## src/rtl/lpaa_pkg.sv

```systemverilog
// shared constants, types and the arctangent table for the line pair angle unit
package lpaa_pkg;

  localparam int SLOPE_W     = 32;
  localparam int ANGLE_W     = 16;
  localparam int FRAC_SHIFT  = 16;
  localparam int SHRINK_W    = 18;
  localparam int SCALE_LIMIT = 131072;
  localparam int CORDIC_W    = 40;
  localparam int Z_W         = 34;
  localparam int ROUND_HALF  = 16384;
  localparam int ANGLE_SHIFT = 15;
  localparam int HALF_PI_Q15 = 51472;
  localparam int ATAN_LEN    = 24;

  // special cases that bypass the cordic result
  typedef struct packed {
    logic perp;
    logic cross_zero;
    logic dot_zero;
  } angle_flags_t;

  // atan(2^-i) in q30
  function automatic logic [31:0] atan_q30(input logic [4:0] idx);
    logic [31:0] r;
    case (idx)
      5'd0:  r = 32'd843314857;
      5'd1:  r = 32'd497837829;
      5'd2:  r = 32'd263043837;
      5'd3:  r = 32'd133525159;
      5'd4:  r = 32'd67021687;
      5'd5:  r = 32'd33543516;
      5'd6:  r = 32'd16775851;
      5'd7:  r = 32'd8388437;
      5'd8:  r = 32'd4194283;
      5'd9:  r = 32'd2097149;
      5'd10: r = 32'd1048576;
      5'd11: r = 32'd524288;
      5'd12: r = 32'd262144;
      5'd13: r = 32'd131072;
      5'd14: r = 32'd65536;
      5'd15: r = 32'd32768;
      5'd16: r = 32'd16384;
      5'd17: r = 32'd8192;
      5'd18: r = 32'd4096;
      5'd19: r = 32'd2048;
      5'd20: r = 32'd1024;
      5'd21: r = 32'd512;
      5'd22: r = 32'd256;
      5'd23: r = 32'd128;
      default: r = 32'd0;
    endcase
    return r;
  endfunction

endpackage

```

## src/rtl/lpaa_divider.sv

```systemverilog
// pipelined restoring divider for one slope, one quotient bit per stage, with saturation
module lpaa_divider #(
  parameter int COORD_WIDTH = 16
) (
  input  logic                              clk_i,
  input  logic                              rst_ni,
  input  logic                              valid_i,
  input  logic signed [COORD_WIDTH:0]       dx_i,
  input  logic signed [COORD_WIDTH:0]       dy_i,
  output logic                              valid_o,
  output logic signed [lpaa_pkg::SLOPE_W-1:0] slope_o,
  output logic                              vertical_o
);
  import lpaa_pkg::*;

  localparam int DW = COORD_WIDTH + 1;
  localparam int NW = DW + FRAC_SHIFT;
  localparam int QW = (NW > SLOPE_W + 1) ? NW : SLOPE_W + 1;
  localparam logic [QW-1:0] POS_MAX = QW'(64'h7FFF_FFFF);
  localparam logic [QW-1:0] NEG_MAX = QW'(64'h8000_0000);

  logic          vld_q  [NW+1];
  logic [DW-1:0] rem_q  [NW+1];
  logic [NW-1:0] nq_q   [NW+1];
  logic [DW-1:0] den_q  [NW+1];
  logic          neg_q  [NW+1];
  logic          zero_q [NW+1];

  logic [DW-1:0] mag_dx, mag_dy;

  assign mag_dx = dx_i[COORD_WIDTH] ? (~dx_i + 1'b1) : dx_i;
  assign mag_dy = dy_i[COORD_WIDTH] ? (~dy_i + 1'b1) : dy_i;

  // operand prep
  always_ff @(posedge clk_i or negedge rst_ni) begin
    if (!rst_ni) begin
      vld_q[0] <= 1'b0;
    end else begin
      vld_q[0] <= valid_i;
    end
  end

  always_ff @(posedge clk_i) begin
    rem_q[0]  <= '0;
    nq_q[0]   <= {mag_dy, {FRAC_SHIFT{1'b0}}};
    den_q[0]  <= mag_dx;
    neg_q[0]  <= dx_i[COORD_WIDTH] ^ dy_i[COORD_WIDTH];
    zero_q[0] <= (dx_i == '0);
  end

  for (genvar k = 0; k < NW; k++) begin : g_step
    logic [DW:0]   trial;
    logic [DW:0]   diff;
    logic          ge;

    assign trial = {rem_q[k], nq_q[k][NW-1]};
    assign diff  = trial - {1'b0, den_q[k]};
    assign ge    = (trial >= {1'b0, den_q[k]});

    always_ff @(posedge clk_i or negedge rst_ni) begin
      if (!rst_ni) begin
        vld_q[k+1] <= 1'b0;
      end else begin
        vld_q[k+1] <= vld_q[k];
      end
    end

    always_ff @(posedge clk_i) begin
      rem_q[k+1]  <= ge ? diff[DW-1:0] : trial[DW-1:0];
      nq_q[k+1]   <= {nq_q[k][NW-2:0], ge};
      den_q[k+1]  <= den_q[k];
      neg_q[k+1]  <= neg_q[k];
      zero_q[k+1] <= zero_q[k];
    end
  end

  // saturate and apply sign; a vertical line gives a zero slope
  logic [QW-1:0]      quo;
  logic [QW-1:0]      quo_sat;
  logic [SLOPE_W-1:0] slope_d;
  logic               vld_out_q;
  logic [SLOPE_W-1:0] slope_q;
  logic               vert_q;

  assign quo = QW'(nq_q[NW]);

  always_comb begin
    if (neg_q[NW]) begin
      quo_sat = (quo > NEG_MAX) ? NEG_MAX : quo;
      slope_d = SLOPE_W'(~quo_sat + 1'b1);
    end else begin
      quo_sat = (quo > POS_MAX) ? POS_MAX : quo;
      slope_d = quo_sat[SLOPE_W-1:0];
    end
    if (zero_q[NW]) slope_d = '0;
  end

  always_ff @(posedge clk_i or negedge rst_ni) begin
    if (!rst_ni) begin
      vld_out_q <= 1'b0;
    end else begin
      vld_out_q <= vld_q[NW];
    end
  end

  always_ff @(posedge clk_i) begin
    slope_q <= slope_d;
    vert_q  <= zero_q[NW];
  end

  assign valid_o    = vld_out_q;
  assign slope_o    = $signed(slope_q);
  assign vertical_o = vert_q;

endmodule

```

## config.mk

```make
export PLATFORM = sky130hd
export DESIGN_NAME = lpaa_divider
export DESIGN_NICKNAME = d
export VERILOG_FILES = /design/src/rtl/lpaa_pkg.sv /design/src/rtl/lpaa_divider.sv
export SDC_FILE = /design/constraint.sdc
export NUM_CORES = 2
export LEC_CHECK = 0
export BUFFER_PORTS_ARGS = -buffer_cell sky130_fd_sc_hd__buf_2
export CORE_UTILIZATION = 52
export DETAILED_ROUTE_END_ITERATION = 7
export HOLD_SLACK_MARGIN = 0.03
export PLACE_DENSITY_LB_ADDON = 0.1
export SLEW_MARGIN = 20
export SYNTH_ARGS = -nofsm -noshare
export SYNTH_HDL_FRONTEND = slang
export SYNTH_SLANG_ARGS = --single-unit
```

## constraint.sdc

```tcl
create_clock -name clk_i -period 9.82 [get_ports clk_i]
set_clock_uncertainty 0.1 [all_clocks]
set_input_delay 0.491 -clock clk_i [delete_from_list [all_inputs] [get_ports clk_i]]
set_output_delay 0.491 -clock clk_i [all_outputs]
set_load 0.02 [all_outputs]
```

==> metrics.txt <==
Skew-Pair Late Insertion Delay a little over 0.8 ns; syn nets about 7500; crit-path max FO 18; antenna violations before repair 0; number of global-route vias before repair 46661; CTS tree done; hold_buf cts 63; period utilisation layout 0.404; status finished clean; Ports about 70; startpoint types flip-flop; pwr dens 342 nW/um2; # H-tree levels 4; Leak Pwr 37.4 nW; post-synth top area share 0.522; peak per-stage delay on the critical path between 0.6 and 0.7 ns; ant diodes 0; sequential fraction of the synthesis area 0.534; root buffer cell clkbuf_16; worst path bufs/invs 1; Slew @ Worst Pin ~1.0 ns; antenna-violating nets left 0; Post-CTS Resized 0; clock tree sinks ~2000; endpoints failing hold 0; number of cells after detailed placement 8766; max_cap viols 0; final core utilization 0.599; worst-path cell chain inv_1 > ha_1 > fa_1 > nor2b_1 > o21ai_0 > a21boi_0 > o21ai_0 > a311oi_1 > a41oi_1 > a31oi_4 > mux2_2; main area contributors after synthesis dfxtp_1 52%, ha_1 9.3%, mux2_2 5.4%; clock power share 0.275; Avg Vias per Cell 5.21; grt total ovfl 0; Worst VDD drop between 0.15 and 0.2 mV; GRT Total Usage 0.206; die height between 300 and 400 um; GPL Wtd Cong 0.882; largest area contributor in the netlist dfxtp_1; Worst-path clk slew approximately 0.06 ns; largest net degree at the start of global routing 50; Switch Pwr 9.45 mW; final wirelength roughly 150000 um; Seq cells post-synth between 1500 and 2000; synthesized cell area 73700 um2; Worst Path Arrival between 4 and 5 ns; Ys Warns 0; core region area 140000 um2; DR WL met3 between 5000 and 6000 um; sequential share of power 0.377; Hold Path Class primary input to asynchronous set/reset pin; number of flops mapped to enable cells by yosys 0; nets roughly 7800; drt first pass iters 6; cts bufs inserted 193; post-synthesis cell type count 76; vias around 48000; P_int between 15 and 20 mW; Buffers on Ports 70; Main synth FF type dfxtp_1; Syn Area/Cell between 10 and 15 um2; DR iter-0 viols approximately 2400; Most Frequent Cell on Critical Path o21ai_0; Clock Tree Buf Depth 3; Layout area overhead 13.9%; Post-CTS Setup Bufs 0; max layer used met4; Overall Power approximately 29 mW; WS Path Type flip-flop to flip-flop; Row Count approximately 140; TNS Setup 0 ns; critical path endpoint category flip-flop; setup repair after global routing missed its margin false; top cell family by delay on the critical path compound AO/OA/AOI/OAI gates; HPWL after DPL around 110000 um; drt drc 0; max-slew violation count 0; Synth async-reset ratio 0.0179; Comb pwr share 0.348; met2 routed WL 69000 um; Die Wd between 300 and 400 um; Post-Synthesis Cells 6914; layout cells sized above 1 0.118; Finished Layout Cells roughly 9200; Slew HR 0.308; Worst path slowest cell a31oi_4; first-pass GRT wire length ~240000 um; Initial Util 0.526; Data required, critical path between 10 and 15 ns; die area between 100000 and 150000 um2; post-DR wirelength/cell 16.1 um; Setup Viol. Count Final 0; switching fraction of total power 0.330; Fmax approximately 0.25 GHz; met1 WL 69200 um; Final min period 3.96 ns
[power groups by stage]
stage / clock (mW) / sequential, mW / combinational [mW]
3_5_place_dp: 0 / 11.0 / 9.86
4_1_cts: 8.08 / 10.8 / 9.98
3_3_place_gp: 0 / 11.0 / 9.73
5_1_grt: 8.43 / 11.0 / 11.2
2_1_floorplan: 0 / 10.5 / 7.92
6_report: 7.87 / 10.8 / 9.99
[state kept, by name, indices dropped and copies added (netlist names)]
signal      cells
rem_q         544
vld_q          34
neg_q          34
slope_o        32
nq_q          714
den_q         561
zero_q         34
vertical_o      1
valid_o         1
[path summary, 6_finish.rpt]
kind | from | slack [ns] | cells past startpoint | endpoint
max | nq_q[7][32] | 5.86 | 11 | rem_q[8][3]
min | rst_ni | 0.18 | 2 | vld_q[1]
max reg2reg | nq_q[7][32] | 5.86 | 11 | rem_q[8][3]
min reg2reg | nq_q[23][4] | 0.19 | 0 | nq_q[24][5]
max in group asynchronous | rst_ni | 8.94 | 2 | vld_q[32]
min in group clk_i | nq_q[23][4] | 0.19 | 0 | nq_q[24][5]
[through the flow]
stage          hold slack, ns  setup slack (ns)  instance area (um2)
6_report                0.183              5.86                83900
5_1_grt                 0.185              5.52                83900
4_1_cts                 0.120              5.61                83900
3_5_place_dp            0.212              5.62                76100
3_3_place_gp            0.210              5.58                76100
2_1_floorplan          0.0954              6.42                73700
[cell usage after synthesis, drive strengths merged, types with 21 or more instances]
| library cell | number |
|---|---|
| dfxtp | 1920 |
| inv | 722 |
| ha | 549 |
| a21oi | 430 |
| nor2 | 393 |
| mux2 | 356 |
| xnor2 | 282 |
| o21ai | 270 |
| nand2 | 246 |
| nor3 | 141 |
| xor2 | 119 |
| nand3 | 114 |
| o21a | 108 |
| a21o | 89 |
| nor2b | 88 |
| clkbuf | 79 |
| nand4 | 78 |
| nand2b | 72 |
| mux2i | 60 |
| o31ai | 58 |
| or2 | 47 |
| or3 | 46 |
| a211oi | 45 |
| o211ai | 44 |
| a31oi | 43 |
| dfrtp | 35 |
| o21bai | 34 |
| fa | 31 |
| and3 | 30 |
| buf | 30 |
| a21boi | 29 |
| o41ai | 25 |
| and2 | 24 |
| o31a | 24 |
| nor4 | 23 |
| o311ai | 23 |
| a211o | 21 |
[cells in the final DEF (no fill, tap or decap), drive strengths merged, types with 31 or more instances in the layout]
cell type	n
xor2	119
nor2	393
dfrtp	35
fa	31
nor3	141
or3	46
dlygate4sd3	63
mux2i	60
a21oi	430
nand2b	72
nand3	114
clkinv	66
a21o	89
buf	86
a211oi	45
ha	549
a31oi	43
clkbuf	245
or2	47
o21bai	34
o21a	108
mux2	356
o31ai	58
o211ai	44
inv	731
nand4	78
dfxtp	1920
xnor2	282
o21ai	270
nor2b	88
nand2	246
[cell type report]
cell class / count / area [um2]
Tap cell: 1876 / 2350
Multi-Input combinational cell: 4128 / 31300
Clock buffer: 245 / 5370
Inverter: 722 / 2710
Clock inverter: 112 / 1730
Timing Repair Buffer: 149 / 1110
Sequential cell: 1955 / 39300
Fill cell: 11762 / 56100
[cells by family (layout without fill, tap and decap cells)]
group	Yosys count	in the layout	share of synthesized area
AOI/OAI and AO/OA	1376	1376	0.121
buffers and inverters	831	1228	0.0428
adders and majority gates	580	580	0.102
muxes	416	416	0.0626
and+or+nand+nor	1355	1355	0.0904
xor gates and xnor gates	401	401	0.0477
DFF	1955	1955	0.534
[routing by layer]
layer  vias to the layer above  global-route usage
li1                      24342                   -
met1                     22354               0.269
met2                       864               0.345
met3                       293              0.0326
met4                         0              0.0722
met5                         -                   0
No activity file was read; power rests on OpenSTA's default activity.
